<file path="src/kinl_pkg.sv">
package kinl_pkg;

   // Token kinds as they leave on rsp_tuser.
   typedef enum logic [3:0] {
      KIND_EXIT    = 4'd0,
      KIND_LET     = 4'd1,
      KIND_IDENT   = 4'd2,
      KIND_INT_LIT = 4'd3,
      KIND_OPEN    = 4'd4,
      KIND_CLOSE   = 4'd5,
      KIND_EQUALS  = 4'd6,
      KIND_SEMI    = 4'd7,
      KIND_ERROR   = 4'd8,
      KIND_END     = 4'd9
   } kinl_kind_type;

   // Class of the run being collected.
   typedef enum logic [1:0] {
      CLASS_NONE  = 2'd0,
      CLASS_IDENT = 2'd1,
      CLASS_INT   = 2'd2
   } kinl_class_type;

   localparam int TOKEN_TEXT_W = 64;
   localparam int LENGTH_W     = 8;
   localparam int ERR_POS_W    = 24;
   localparam int CHAR_W       = 8;

   localparam logic [CHAR_W-1:0] CHAR_OPEN   = 8'h28;
   localparam logic [CHAR_W-1:0] CHAR_CLOSE  = 8'h29;
   localparam logic [CHAR_W-1:0] CHAR_EQUALS = 8'h3D;
   localparam logic [CHAR_W-1:0] CHAR_SEMI   = 8'h3B;

   // Keyword text, first character in the low byte.
   localparam logic [TOKEN_TEXT_W-1:0] KW_EXIT_TEXT = 64'h0000_0000_7469_7865;
   localparam logic [TOKEN_TEXT_W-1:0] KW_LET_TEXT  = 64'h0000_0000_0074_656C;
   localparam logic [LENGTH_W-1:0]     KW_EXIT_LEN  = 8'd4;
   localparam logic [LENGTH_W-1:0]     KW_LET_LEN   = 8'd3;
   localparam logic [LENGTH_W-1:0]     LENGTH_MAX   = 8'd255;

   // Result queue: room for two pushes per cycle while one waits.
   localparam int QUEUE_DEPTH = 4;
   localparam int QPTR_W      = $clog2(QUEUE_DEPTH);
   localparam int QCNT_W      = $clog2(QUEUE_DEPTH + 1);

   typedef struct packed {
      logic [ERR_POS_W-1:0]    error_position;
      logic                    text_truncated;
      logic [LENGTH_W-1:0]     text_length;
      logic [TOKEN_TEXT_W-1:0] token_text;
      kinl_kind_type           token_kind;
      logic                    last_of_run;
   } kinl_token_type;

   // Up to two tokens from one input transfer; first goes out first.
   typedef struct packed {
      logic [1:0]     count;
      kinl_token_type first;
      kinl_token_type second;
   } kinl_push_type;

endpackage

</file>
<file path="src/kinl_token_queue.sv">
module kinl_token_queue (
   input  logic                    clock,
   input  logic                    reset,
   input  kinl_pkg::kinl_push_type push,
   output logic                    room,
   output logic                    out_valid,
   input  logic                    out_ready,
   output kinl_pkg::kinl_token_type out_token
);
   import kinl_pkg::*;

   kinl_token_type entry_ff [QUEUE_DEPTH];
   logic [QPTR_W-1:0] wr_ptr_ff, wr_ptr_in;
   logic [QPTR_W-1:0] rd_ptr_ff, rd_ptr_in;
   logic [QCNT_W-1:0] count_ff, count_in;
   logic [QPTR_W-1:0] wr_next;
   logic              pop;

   assign pop       = out_valid && out_ready;
   assign out_valid = (count_ff != '0);
   assign out_token = entry_ff[rd_ptr_ff];
   // two free slots needed, since one transfer may yield two tokens
   assign room      = (count_ff <= QCNT_W'(QUEUE_DEPTH - 2));
   assign wr_next   = wr_ptr_ff + QPTR_W'(1);

   always_comb begin
      wr_ptr_in = wr_ptr_ff + QPTR_W'(push.count);
      rd_ptr_in = rd_ptr_ff + QPTR_W'(pop);
      count_in  = count_ff + QCNT_W'(push.count) - QCNT_W'(pop);
   end

   always_ff @(posedge clock) begin
      if (reset) begin
         wr_ptr_ff <= '0;
         rd_ptr_ff <= '0;
         count_ff  <= '0;
      end else begin
         wr_ptr_ff <= wr_ptr_in;
         rd_ptr_ff <= rd_ptr_in;
         count_ff  <= count_in;
      end
   end

   always_ff @(posedge clock) begin
      for (int i = 0; i < QUEUE_DEPTH; i++) begin
         if (push.count != 2'd0 && wr_ptr_ff == QPTR_W'(i)) begin
            entry_ff[i] <= push.first;
         end else if (push.count == 2'd2 && wr_next == QPTR_W'(i)) begin
            entry_ff[i] <= push.second;
         end
      end
   end

endmodule

</file>
<file path="src/keyword_ident_number_lexer.sv">
// Byte-serial lexer for keywords (exit, let), identifiers, integer literals
// and the punctuation ( ) = ;. Whitespace only separates tokens.
//
// req channel: one source byte per transfer on req_tdata; req_tlast marks
// end of input, which flushes the pending run, emits an end token and
// returns the lexer to its reset state (the byte in that transfer is unused).
// An unknown byte yields an error token with its byte index; later bytes
// give no tokens until end of input.
//
// rsp channel: one token per transfer. A req transfer yields zero, one or
// two tokens; rsp_tlast marks the final token of a req transfer.
//
// Throughput: one req transfer per cycle while the four-entry result queue has
// room; the queue takes up to two tokens per cycle and sends one. Tokens are
// registered in the queue before they appear on rsp.
// When rsp stalls the queue fills and req_tready drops once fewer than two
// slots remain; it rises again as soon as two are free.
// Reset (synchronous) clears the run state, the byte index and the queue.
module keyword_ident_number_lexer #(
   parameter int TEXT_BYTES    = 8,
   parameter int POSITION_BITS = 24
) (
   input  logic         clock,
   input  logic         reset,
   input  logic         req_tvalid,
   output logic         req_tready,
   input  logic [7:0]   req_tdata,   // [7:0] char_code
   input  logic         req_tlast,   // end_of_input
   output logic         rsp_tvalid,
   input  logic         rsp_tready,
   output logic [103:0] rsp_tdata,   // [63:0] token_text, [71:64] text_length,
                                     // [72] text_truncated, [96:73] error_position,
                                     // [103:97] zero
   output logic [3:0]   rsp_tuser,   // [3:0] token_kind
   output logic         rsp_tlast    // last_of_run
);
   import kinl_pkg::*;

   localparam int RUN_W = TEXT_BYTES * CHAR_W;

   // run state
   kinl_class_type           run_class_ff, run_class_in;
   logic [RUN_W-1:0]         run_text_ff, run_text_in;
   logic [LENGTH_W-1:0]      run_length_ff, run_length_in;
   logic [POSITION_BITS-1:0] position_ff, position_in;
   logic                     halted_ff, halted_in;

   logic                     accept;
   logic [CHAR_W-1:0]        ch;
   logic                     is_letter, is_digit, is_space;
   logic                     extend;
   logic                     flush_valid;
   logic                     single_valid;
   kinl_token_type           flush_tok, single_tok;
   kinl_push_type            push;
   kinl_token_type           out_tok;
   logic [RUN_W-1:0]         appended_text;
   logic [31:0]              position_wide;
   logic [TOKEN_TEXT_W-1:0]  run_text_wide;

   assign accept        = req_tvalid && req_tready;
   assign ch            = req_tdata;
   assign position_wide = 32'(position_ff);
   assign run_text_wide = TOKEN_TEXT_W'(run_text_ff);

   always_comb begin
      is_letter = (ch inside {[8'h41:8'h5A], [8'h61:8'h7A]});
      is_digit  = (ch inside {[8'h30:8'h39]});
      is_space  = (ch inside {[8'h09:8'h0D], 8'h20});
      extend    = (run_class_ff == CLASS_IDENT && (is_letter || is_digit)) ||
                  (run_class_ff == CLASS_INT && is_digit);
   end

   // run text with the current byte placed at the next free slot
   always_comb begin
      appended_text = run_text_ff;
      for (int i = 0; i < TEXT_BYTES; i++) begin
         if (run_length_ff == LENGTH_W'(i)) begin
            appended_text[i*CHAR_W +: CHAR_W] = ch;
         end
      end
   end

   // token for the pending run
   always_comb begin
      flush_tok                = '0;
      flush_tok.token_text     = run_text_wide;
      flush_tok.text_length    = run_length_ff;
      flush_tok.text_truncated = (run_length_ff > LENGTH_W'(TEXT_BYTES));
      if (run_class_ff == CLASS_INT) begin
         flush_tok.token_kind = KIND_INT_LIT;
      end else if (run_length_ff == KW_EXIT_LEN && run_text_wide == KW_EXIT_TEXT) begin
         flush_tok.token_kind = KIND_EXIT;
      end else if (run_length_ff == KW_LET_LEN && run_text_wide == KW_LET_TEXT) begin
         flush_tok.token_kind = KIND_LET;
      end else begin
         flush_tok.token_kind = KIND_IDENT;
      end
   end

   // next state and the tokens of this transfer
   always_comb begin
      run_class_in  = run_class_ff;
      run_text_in   = run_text_ff;
      run_length_in = run_length_ff;
      position_in   = position_ff;
      halted_in     = halted_ff;
      flush_valid   = 1'b0;
      single_valid  = 1'b0;
      single_tok    = '0;

      if (accept) begin
         if (req_tlast) begin
            flush_valid           = !halted_ff && run_class_ff != CLASS_NONE;
            single_valid          = 1'b1;
            single_tok.token_kind = KIND_END;
            run_class_in          = CLASS_NONE;
            run_text_in           = '0;
            run_length_in         = '0;
            position_in           = '0;
            halted_in             = 1'b0;
         end else begin
            position_in = position_ff + POSITION_BITS'(1);
            if (!halted_ff) begin
               if (extend) begin
                  run_text_in   = appended_text;
                  run_length_in = (run_length_ff == LENGTH_MAX) ? run_length_ff
                                                                : run_length_ff + 8'd1;
               end else begin
                  flush_valid              = (run_class_ff != CLASS_NONE);
                  run_class_in             = CLASS_NONE;
                  run_text_in              = '0;
                  run_length_in            = '0;
                  single_tok.token_text    = TOKEN_TEXT_W'(ch);
                  single_tok.text_length   = 8'd1;
                  if (is_letter || is_digit) begin
                     run_class_in          = is_letter ? CLASS_IDENT : CLASS_INT;
                     run_text_in           = RUN_W'(ch);
                     run_length_in         = 8'd1;
                  end else if (is_space) begin
                     single_valid          = 1'b0;
                  end else begin
                     single_valid          = 1'b1;
                     case (ch)
                        CHAR_OPEN:   single_tok.token_kind = KIND_OPEN;
                        CHAR_CLOSE:  single_tok.token_kind = KIND_CLOSE;
                        CHAR_EQUALS: single_tok.token_kind = KIND_EQUALS;
                        CHAR_SEMI:   single_tok.token_kind = KIND_SEMI;
                        default: begin
                           single_tok.token_kind     = KIND_ERROR;
                           single_tok.error_position = position_wide[ERR_POS_W-1:0];
                           halted_in                 = 1'b1;
                        end
                     endcase
                  end
               end
            end
         end
      end
   end

   // order the tokens: pending run first, then the single-byte token
   always_comb begin
      push        = '0;
      push.first  = flush_tok;
      push.second = single_tok;
      if (flush_valid && single_valid) begin
         push.count              = 2'd2;
         push.second.last_of_run = 1'b1;
      end else if (flush_valid) begin
         push.count             = 2'd1;
         push.first.last_of_run = 1'b1;
      end else if (single_valid) begin
         push.count             = 2'd1;
         push.first             = single_tok;
         push.first.last_of_run = 1'b1;
      end
   end

   always_ff @(posedge clock) begin
      if (reset) begin
         run_class_ff  <= CLASS_NONE;
         run_text_ff   <= '0;
         run_length_ff <= '0;
         position_ff   <= '0;
         halted_ff     <= 1'b0;
      end else begin
         run_class_ff  <= run_class_in;
         run_text_ff   <= run_text_in;
         run_length_ff <= run_length_in;
         position_ff   <= position_in;
         halted_ff     <= halted_in;
      end
   end

   kinl_token_queue u_queue (
      .clock     (clock),
      .reset     (reset),
      .push      (push),
      .room      (req_tready),
      .out_valid (rsp_tvalid),
      .out_ready (rsp_tready),
      .out_token (out_tok)
   );

   assign rsp_tdata = {7'd0, out_tok.error_position, out_tok.text_truncated,
                       out_tok.text_length, out_tok.token_text};
   assign rsp_tuser = out_tok.token_kind;
   assign rsp_tlast = out_tok.last_of_run;

   // no run is open while halted on an error
   a_halt_no_run: assert property (@(posedge clock) disable iff (reset)
      halted_ff |-> run_class_ff == CLASS_NONE)
      else $error("run open while halted");

   // closed run leaves no text or length behind
   a_idle_clean: assert property (@(posedge clock) disable iff (reset)
      run_class_ff == CLASS_NONE |-> (run_length_ff == '0 && run_text_ff == '0))
      else $error("stale run state");

   // queue is empty right after reset
   a_reset_empty: assert property (@(posedge clock)
      $past(reset) |-> !rsp_tvalid)
      else $error("token after reset");

   // truncation only flagged on runs longer than the stored text
   a_trunc_len: assert property (@(posedge clock) disable iff (reset)
      (rsp_tvalid && out_tok.text_truncated) |->
         out_tok.text_length > LENGTH_W'(TEXT_BYTES))
      else $error("bad truncation flag");

endmodule
</file>
<file path="config.mk">
export PLATFORM = sky130hd
export DESIGN_NAME = keyword_ident_number_lexer
export DESIGN_NICKNAME = d
export VERILOG_FILES = /design/src/kinl_pkg.sv /design/src/kinl_token_queue.sv /design/src/keyword_ident_number_lexer.sv
export SDC_FILE = /design/constraint.sdc
export NUM_CORES = 1
export LEC_CHECK = 0
export ABC_AREA = 1
export BUFFER_PORTS_ARGS = -buffer_cell sky130_fd_sc_hd__buf_2
export CORE_UTILIZATION = 45
export DETAILED_ROUTE_END_ITERATION = 10
export PLACE_DENSITY = 0.68
export SLEW_MARGIN = 20
export SYNTH_ARGS = -nofsm -noshare
export SYNTH_HDL_FRONTEND = slang
export SYNTH_SLANG_ARGS = --single-unit
</file>
<file path="constraint.sdc">
create_clock -name clock -period 25 [get_ports clock]
set_input_delay 5 -clock clock [delete_from_list [all_inputs] [get_ports clock]]
set_output_delay 5 -clock clock [all_outputs]
set_load 0.02 [all_outputs]
</file>
==> results of run 1 <==
per-layer routing:
layer	GRT usage [%]	up-vias
li1	-	8563
met1	35.2	8721
met2	37.6	771
met3	4.22	83
met4	5.98	2
met5	0	-
where the power goes:
part	internal, uW	switching, uW	total (uW)	leakage (uW)
Sequential	1160	86.8	1240	0.00463
Combinational	260	723	984	0.00425
Clock	452	324	776	0.000809
worst paths after layout:
path	startpoint	endpoint	slack, ps	cells past startpoint
worst max-delay path	req_tvalid	u_queue.entry_ff[1][9]	15860	13
worst min-delay path	u_queue.entry_ff[2][18]	u_queue.entry_ff[2][18]	480	2
worst max register to register	u_queue.count_ff[1]	u_queue.entry_ff[1][9]	19790	13
worst min register to register	u_queue.entry_ff[2][18]	u_queue.entry_ff[2][18]	480	2
Yosys cell counts (10+ instances only):
cell type / count / area [um^2]
a21oi_1: 154 / 771
buf_1: 10 / 37.5
buf_2: 21 / 105
buf_4: 13 / 97.6
buf_6: 12 / 135
clkbuf_1: 101 / 379
dfxtp_1: 170 / 3400
edfxtp_1: 344 / 10300
ha_1: 12 / 150
inv_1: 187 / 702
nand2_1: 250 / 938
nand3_1: 74 / 370
nand4_1: 24 / 150
nor2_1: 528 / 1980
nor3_1: 28 / 140
o21ai_0: 370 / 1850
o22ai_1: 102 / 638
per-stage QoR:
step                utilization (%)  worst slack [ps]
finish                         50.7             15860
global route                   50.7             15580
CTS                            50.7             15910
detailed placement             47.3             15280
global placement               47.3             15430
floorplan                         -             10690
cells by family (layout without fill, tap and decap cells):
kind of cell    Yosys count  count (layout)
compound gates          647             647
xor+xnor                  8               8
fa+ha+maj                13              13
buf+inv                 352             426
flops                   514             514
other cells               1               8
simple gates            950             950
sequential cells by signal, indices dropped and copies added (netlist names):
signal	flops
halted_ff	1
position_ff	24
run_class_ff	2
run_length_ff	8
run_text_ff	64
u_queue.count_ff	3
u_queue.entry_ff	408
u_queue.rd_ptr_ff	2
u_queue.wr_ptr_ff	2
final cells by class:
cell class | instances | area, um^2
Clock inverter | 22 | 274
Antenna cell | 1 | 2.50
Fill cell | 4520 | 24700
Timing Repair Buffer | 137 | 749
Multi-Input combinational cell | 1625 | 7710
Inverter | 194 | 736
Clock buffer | 73 | 1400
Tap cell | 672 | 841
Sequential cell | 514 | 13700
worst register-to-register path: stages (launching register included):
cell     delay, ps
dfxtp_1        340
a21oi_2        190
nand2_1        380
inv_1          470
nand3_2        150
nand2_4        180
ha_1           280
nand2_1        160
nor2_4         100
buf_4          680
inv_1          330
o21ai_4        110
buf_4          480
buf_4          930
==> key figures, run 1 <==
Setup path
  – Critical path's top delay family: buffers and inverters
  – Critical Path Start Type: primary input
  – Crit Path Category: in -> reg
  – CP peak stage delay: 910 ps
  – Critical-path cell list: buf_2 > nand2_1 > inv_1 > nand3_2 > nand2_4 > ha_1 > nand2_1 > nor2_4 > buf_4 > inv_1 > o21ai_4 > buf_4 > buf_4
  – Worst path buffer plus inverter count: 6
  – CP most frequent cell: buf_4
  – Arrival @ worst endpoint: 9340 ps
  – Crit-path max FO: 64
  – Crit. End Element: flop
  – Worst Path Required: 25,200 ps
  – Slowest stage cell, crit path: buf_4

Final layout
  – Most common cell after layout, fill and taps aside: nor2_1
  – Final Non-Filler Cells: around 3,200
  – Final #Nets: 2,549
  – Finished Cell Area: 25,400 um^2
  – Most frequent cells in the layout: nor2_1, o21ai_0, edfxtp_1, nand2_1, inv_1
  – Area Overhead vs Synth: 11.4%
  – Layout cells sized above 1: 10.1%

Place
  – Dpl cells: ~3,100
  – Buffers on Ports: 116
  – Gp weighted congestion: 0.924
  – Post-detail-place hpwl: 38.7 mm
  – Placed cell area: 23,700 um^2

STA
  – Setup-failing EPs final: 0
  – Actual slew at the worst max-slew pin: between 1000 and 1500 ps
  – Max Freq: 109 MHz
  – Fin. Hold Viols: 0
  – Period utilisation layout: 36.5%
  – Setup TNS: 0 ps
  – Final worst clock skew: 22.8 ps
  – Final hold slack: about 480 ps
  – Unrepaired setup endpoints after global routing: no
  – Post-layout min period: 9140 ps
  – Relative slew slack: 29.9%
  – Final Max Slew Viols: 0

Power
  – Peak VDD IR: 0.0604 mV
  – Tot Pwr: 3000 uW
  – P_leak: ~0.0097 uW
  – P per Cell Area: 118 nW/um^2

Detailed routing
  – Top layer used by detailed routing: met5
  – # DRC: 0
  – Post-Route WL: 63.3 mm
  – Initial DRC count: 2,214
  – Drt first pass iters: 6
  – WL met3: between 5 and 6 mm
  – Via density: 5.60
  – DR vias: 18,100
  – Post-route ant nets: 0
  – WL met2: approximately 29 mm
  – WL/cell: between 15 and 20 um
  – Metal1 wirelength: 28.2 mm

Clock tree
  – CTS tree: built
  – Post-CTS Setup Bufs: 0
  – TritonCTS Buffers: just over 50
  – Reg clk slew, reported paths: 60 ps
  – Hold_buf cts: 0
  – Clk root buf: clkbuf_16
  – Clk sink count: 514
  – CTS resizes: 0
  – Longest Clk Path Bufs: 3
  – Worst-Skew Late Latency: 600 ps
  – Depth of the CTS H-tree: 2

Run
  – Max-cap violations: 0

Synthesis
  – Yosys cell types: 46
  – Synth Cell Area: 22,900 um^2
  – Ys async rst share: 0%
  – Synth Area in XOR/XNOR: 0.307%
  – Register bit total from synthesis: 514
  – Synth Warn #: 0
  – Post-Syn Area per Cell: around 9.2 um^2
  – Register area share after synthesis: around three fifths
  – Cells after synthesis: 2,485
  – Synth Area in Adders: 0.745%
  – Post-synth EDFFs: 344
  – Mux share of post-synthesis cell area: 0%
  – Largest family of logic cells by synthesized area: simple AND/OR/NAND/NOR gates
  – Top_reg_cell synth: edfxtp_1
  – Compound-Gate Fraction of Synth Area: 15.0%
  – Post-synthesis simple-gate area fraction: around 17%

Floorplan
  – Initial cell density of the core: 45.5%
  – Core area: roughly 50,000 um^2
  – Full die area: roughly 52,000 um^2
  – # IOs: 124
  – Die width: 227 um
  – Site Rows: 82
  – Die height: 227 um

Global route
  – Vias in the first global route: 16,600
  – Largest net degree at the start of global routing: roughly 150
  – Antenna violations before repair: 2
  – Gr usage total: 24.3%
  – Gr ovfl total: 0
  – First-pass GRT wire length: 96.4 mm

Outcome
  – Status: complete, no violations

Min path
  – Worst Hold Class: reg -> reg
No activity file was read; power rests on OpenSTA's default activity.
==> run 2: changes to the inputs <==
--- a/config.mk
+++ b/config.mk
@@ -9,7 +9,7 @@
 export BUFFER_PORTS_ARGS = -buffer_cell sky130_fd_sc_hd__buf_2
 export CORE_UTILIZATION = 45
 export DETAILED_ROUTE_END_ITERATION = 10
-export PLACE_DENSITY = 0.68
+export PLACE_DENSITY = 0.7
 export SLEW_MARGIN = 20
 export SYNTH_ARGS = -nofsm -noshare
 export SYNTH_HDL_FRONTEND = slang
==> constraint.sdc (replaced) <==
create_clock -name clock -period 7.5 [get_ports clock]
set_input_delay 1.5 -clock clock [delete_from_list [all_inputs] [get_ports clock]]
set_output_delay 1.5 -clock clock [all_outputs]
set_load 0.02 [all_outputs]
==> run 2 against run 1 <==
Against the previous run:
- cell area up 0.31%
- die area unchanged
- combinational power rose to 3.4 times the previous value
- first-iteration DRC count down 17%
- setup slack worse by 13000 ps
- critical path depth down 7
==> key figures, run 2 (synthesis results as in run 1) <==
Outcome
  – Status: complete, no violations

Detailed routing
  – Post-Route WL: 63.6 mm (+0.51%)
  – Via density: 5.68 (+1.3%)
  – WL/cell: 19.6 um (+0.48%)
  – Initial DRC count: 1,841 (-17%)
  – Post-route ant nets: 0 (unchanged)
  – DR vias: 18,400 (+1.4%)
  – Drt first pass iters: 7 (+1)
  – # DRC: 0 (unchanged)

Global route
  – Antenna violations before repair: 2 (unchanged)
  – First-pass GRT wire length: 96.8 mm (+0.44%)
  – Gr usage total: 24.4% (+0.089 points)
  – Largest net degree at the start of global routing: 115 (-23%)
  – Gr ovfl total: 0 (unchanged)
  – Vias in the first global route: 17,300 (+3.8%)

Place
  – Dpl cells: 3,142 (+0.032%)
  – Pre-CTS WS: 2330 ps (-12,950 ps)
  – Post-detail-place hpwl: 38.8 mm (+0.27%)
  – Gp weighted congestion: 0.910 (-1.6%)
  – Buffers on Ports: 116 (unchanged)

Clock tree
  – Reg clk slew, reported paths: 60 ps (about the same)
  – TritonCTS Buffers: 51 (unchanged)
  – Longest Clk Path Bufs: 3 (unchanged)
  – Worst-Skew Late Latency: 600 ps (about the same)
  – Hold_buf cts: 0 (unchanged)
  – Depth of the CTS H-tree: 2 (unchanged)
  – Clk sink count: 514 (unchanged)
  – Clk root buf: clkbuf_16
  – Post-CTS Setup Bufs: 0 (unchanged)
  – CTS tree: built
  – CTS resizes: 0 (unchanged)

Setup path
  – Worst Path Required: 6000 ps (-19,200 ps)
  – Worst r2r dst: u_queue.entry_ff[2][44]
  – Slowest stage cell, crit path: buf_4
  – Critical Path Start Type: flop
  – Critical path's top delay family: buffers and inverters
  – Crit-path max FO: 95 (+48%)
  – R2r startpoint: u_queue.count_ff[1]
  – Worst path buffer plus inverter count: 4 (-2)
  – Critical-path cell list: buf_4 > inv_4 > buf_4 > o21ai_0 > o21ai_0 > buf_2
  – Reg2reg setup slack: 3190 ps (-16,600 ps)
  – Crit. End Element: output port
  – Crit Path Category: reg -> out
  – Reg2reg path depth: 12 (-1)
  – CP peak stage delay: 740 ps (-170 ps)
  – Arrival @ worst endpoint: 3610 ps (-5730 ps)

STA
  – Actual slew at the worst max-slew pin: 1090 ps (+34.6 ps)
  – Relative slew slack: 27.3% (-2.6 points)
  – Max Freq: between 150 and 200 MHz
  – Period utilisation layout: 68.1%
  – Fin worst setup slack: 2390 ps (-13,470 ps)
  – Final worst clock skew: 26.9 ps (+4.08 ps)
  – Post-layout min period: between 5000 and 6000 ps
  – Unrepaired setup endpoints after global routing: no
  – Fin. Hold Viols: 0 (unchanged)
  – Final hold slack: 470 ps (-11.1 ps)
  – Setup-failing EPs final: 0 (unchanged)
  – Final Max Slew Viols: 0 (unchanged)

Final layout
  – Most common cell after layout, fill and taps aside: nor2_1
  – Filler cell count: 4,539 (+0.42%)
  – Biggest register: u_queue.entry_ff
  – Max reg flops: 408 (unchanged)
  – Post-layout util: 50.9% (+0.16 points)
  – Area Overhead vs Synth: 11.7%
  – Biggest regs: u_queue.entry_ff x408, run_text_ff x64, position_ff x24
  – Final Non-Filler Cells: 3,239 (+0.031%)
  – Layout cells sized above 1: 10.4% (+0.39 points)
  – Final #Nets: 2,550 (+0.039%)
  – Most frequent cells in the layout: nor2_1, o21ai_0, edfxtp_1, nand2_1, inv_1

Power
  – Sw frac: 37.8% (about the same)
  – Tot Pwr: 10,100 uW (+240%)
  – Int Pwr: 6270 uW (+240%)
  – P per Cell Area: 395 nW/um^2 (+230%)
  – Clk pwr share: 26.0% (+0.2 points)
  – P_leak: 0.00974 uW (+0.49%)
  – Peak VDD IR: 0.188 mV (+210%)
  – Seq pwr share: 40.8% (-0.6 points)
  – Logic pwr share: 33.2% (+0.4 points)
  – NetSw: 3800 uW (+240%)

Floorplan
  – Site Rows: 82 (unchanged)
  – Core area: 50,200 um^2 (unchanged)
  – Die height: 227 um (unchanged)
  – Full die area: 51,700 um^2 (unchanged)
  – Initial cell density of the core: 45.5% (unchanged)
  – Die width: 227 um (unchanged)
  – # IOs: 124 (unchanged)

Run
  – Max-cap violations: 0 (unchanged)

Min path
  – Worst Hold Class: reg -> reg
  – Hold Path Stages: 2 (unchanged)
  – WHS Endpoint: run_text_ff[23]
  – Hold path start: run_text_ff[23]
run 2: cell types whose count changed in the layout (fill, tap and decap cells not counted), sizes merged:
| cell | change |
|---|---|
| clkinv | +6 |
| clkbuf | -6 |
| inv | +1 |
run 2: through the flow:
stage	instance area, um^2	TNS (ps)
floorplan	22900	-145440
global route	25500	0
global placement	23800	0
detailed placement	23800	0
finish	25500	0
CTS	25500	0
run 2: worst reg2reg max path, cell delays in order (launching register included):
cell     delay, ps
dfxtp_1        340
a21oi_2        240
nand2_1        400
inv_1          480
nand3_2        150
nand2_4        180
ha_1           290
nand2_1        170
nor2_2         370
inv_1          240
nand2_4        360
buf_4          650
o22ai_1        260
run 2: layer usage:
layer	part of all wire, %	vias to the layer above	global-route usage, %
li1	-	8587	-
met1	43	8861	34.8
met2	46	846	37.9
met3	9.1	95	3.98
met4	2.3	0	7.47
met5	0	-	0
run 2: worst max-delay path by stage:
stage | startpoint | end | slack [ps] | cells after the start
floorplan | req_tdata[1] | u_queue.entry_ff[1][0] | -570 | 12
global route | u_queue.rd_ptr_ff[1] | rsp_tdata[4] | 2210 | 6
detailed placement | req_tvalid | u_queue.entry_ff[2][12] | 2330 | 11
finish | u_queue.rd_ptr_ff[1] | rsp_tdata[72] | 2390 | 6
CTS | u_queue.rd_ptr_ff[1] | rsp_tdata[72] | 2390 | 6
global placement | req_tvalid | u_queue.entry_ff[2][0] | 2410 | 11
run 2: area by class of cell:
class                      count  area (um^2)  area share, %
clock inverter                29          310           1.22
sequential                   514        13700           53.8
multi-input combinational   1625         7710           30.2
inverter                     194          736           2.88
antenna                        1         2.50        0.00980
tap                          672          841           3.29
clock buffer                  66         1420           5.54
timing repair buffer         138          777           3.04
run 2: power groups by stage:
stage          logic, uW  registers, uW  clock network, uW
6_report            3340           4110               2620
5_1_grt             3650           4170               2760
4_1_cts             3350           4100               2660
3_5_place_dp        3330           4160                  0
3_3_place_gp        3260           4130                  0
2_1_floorplan       2250           4140                  0
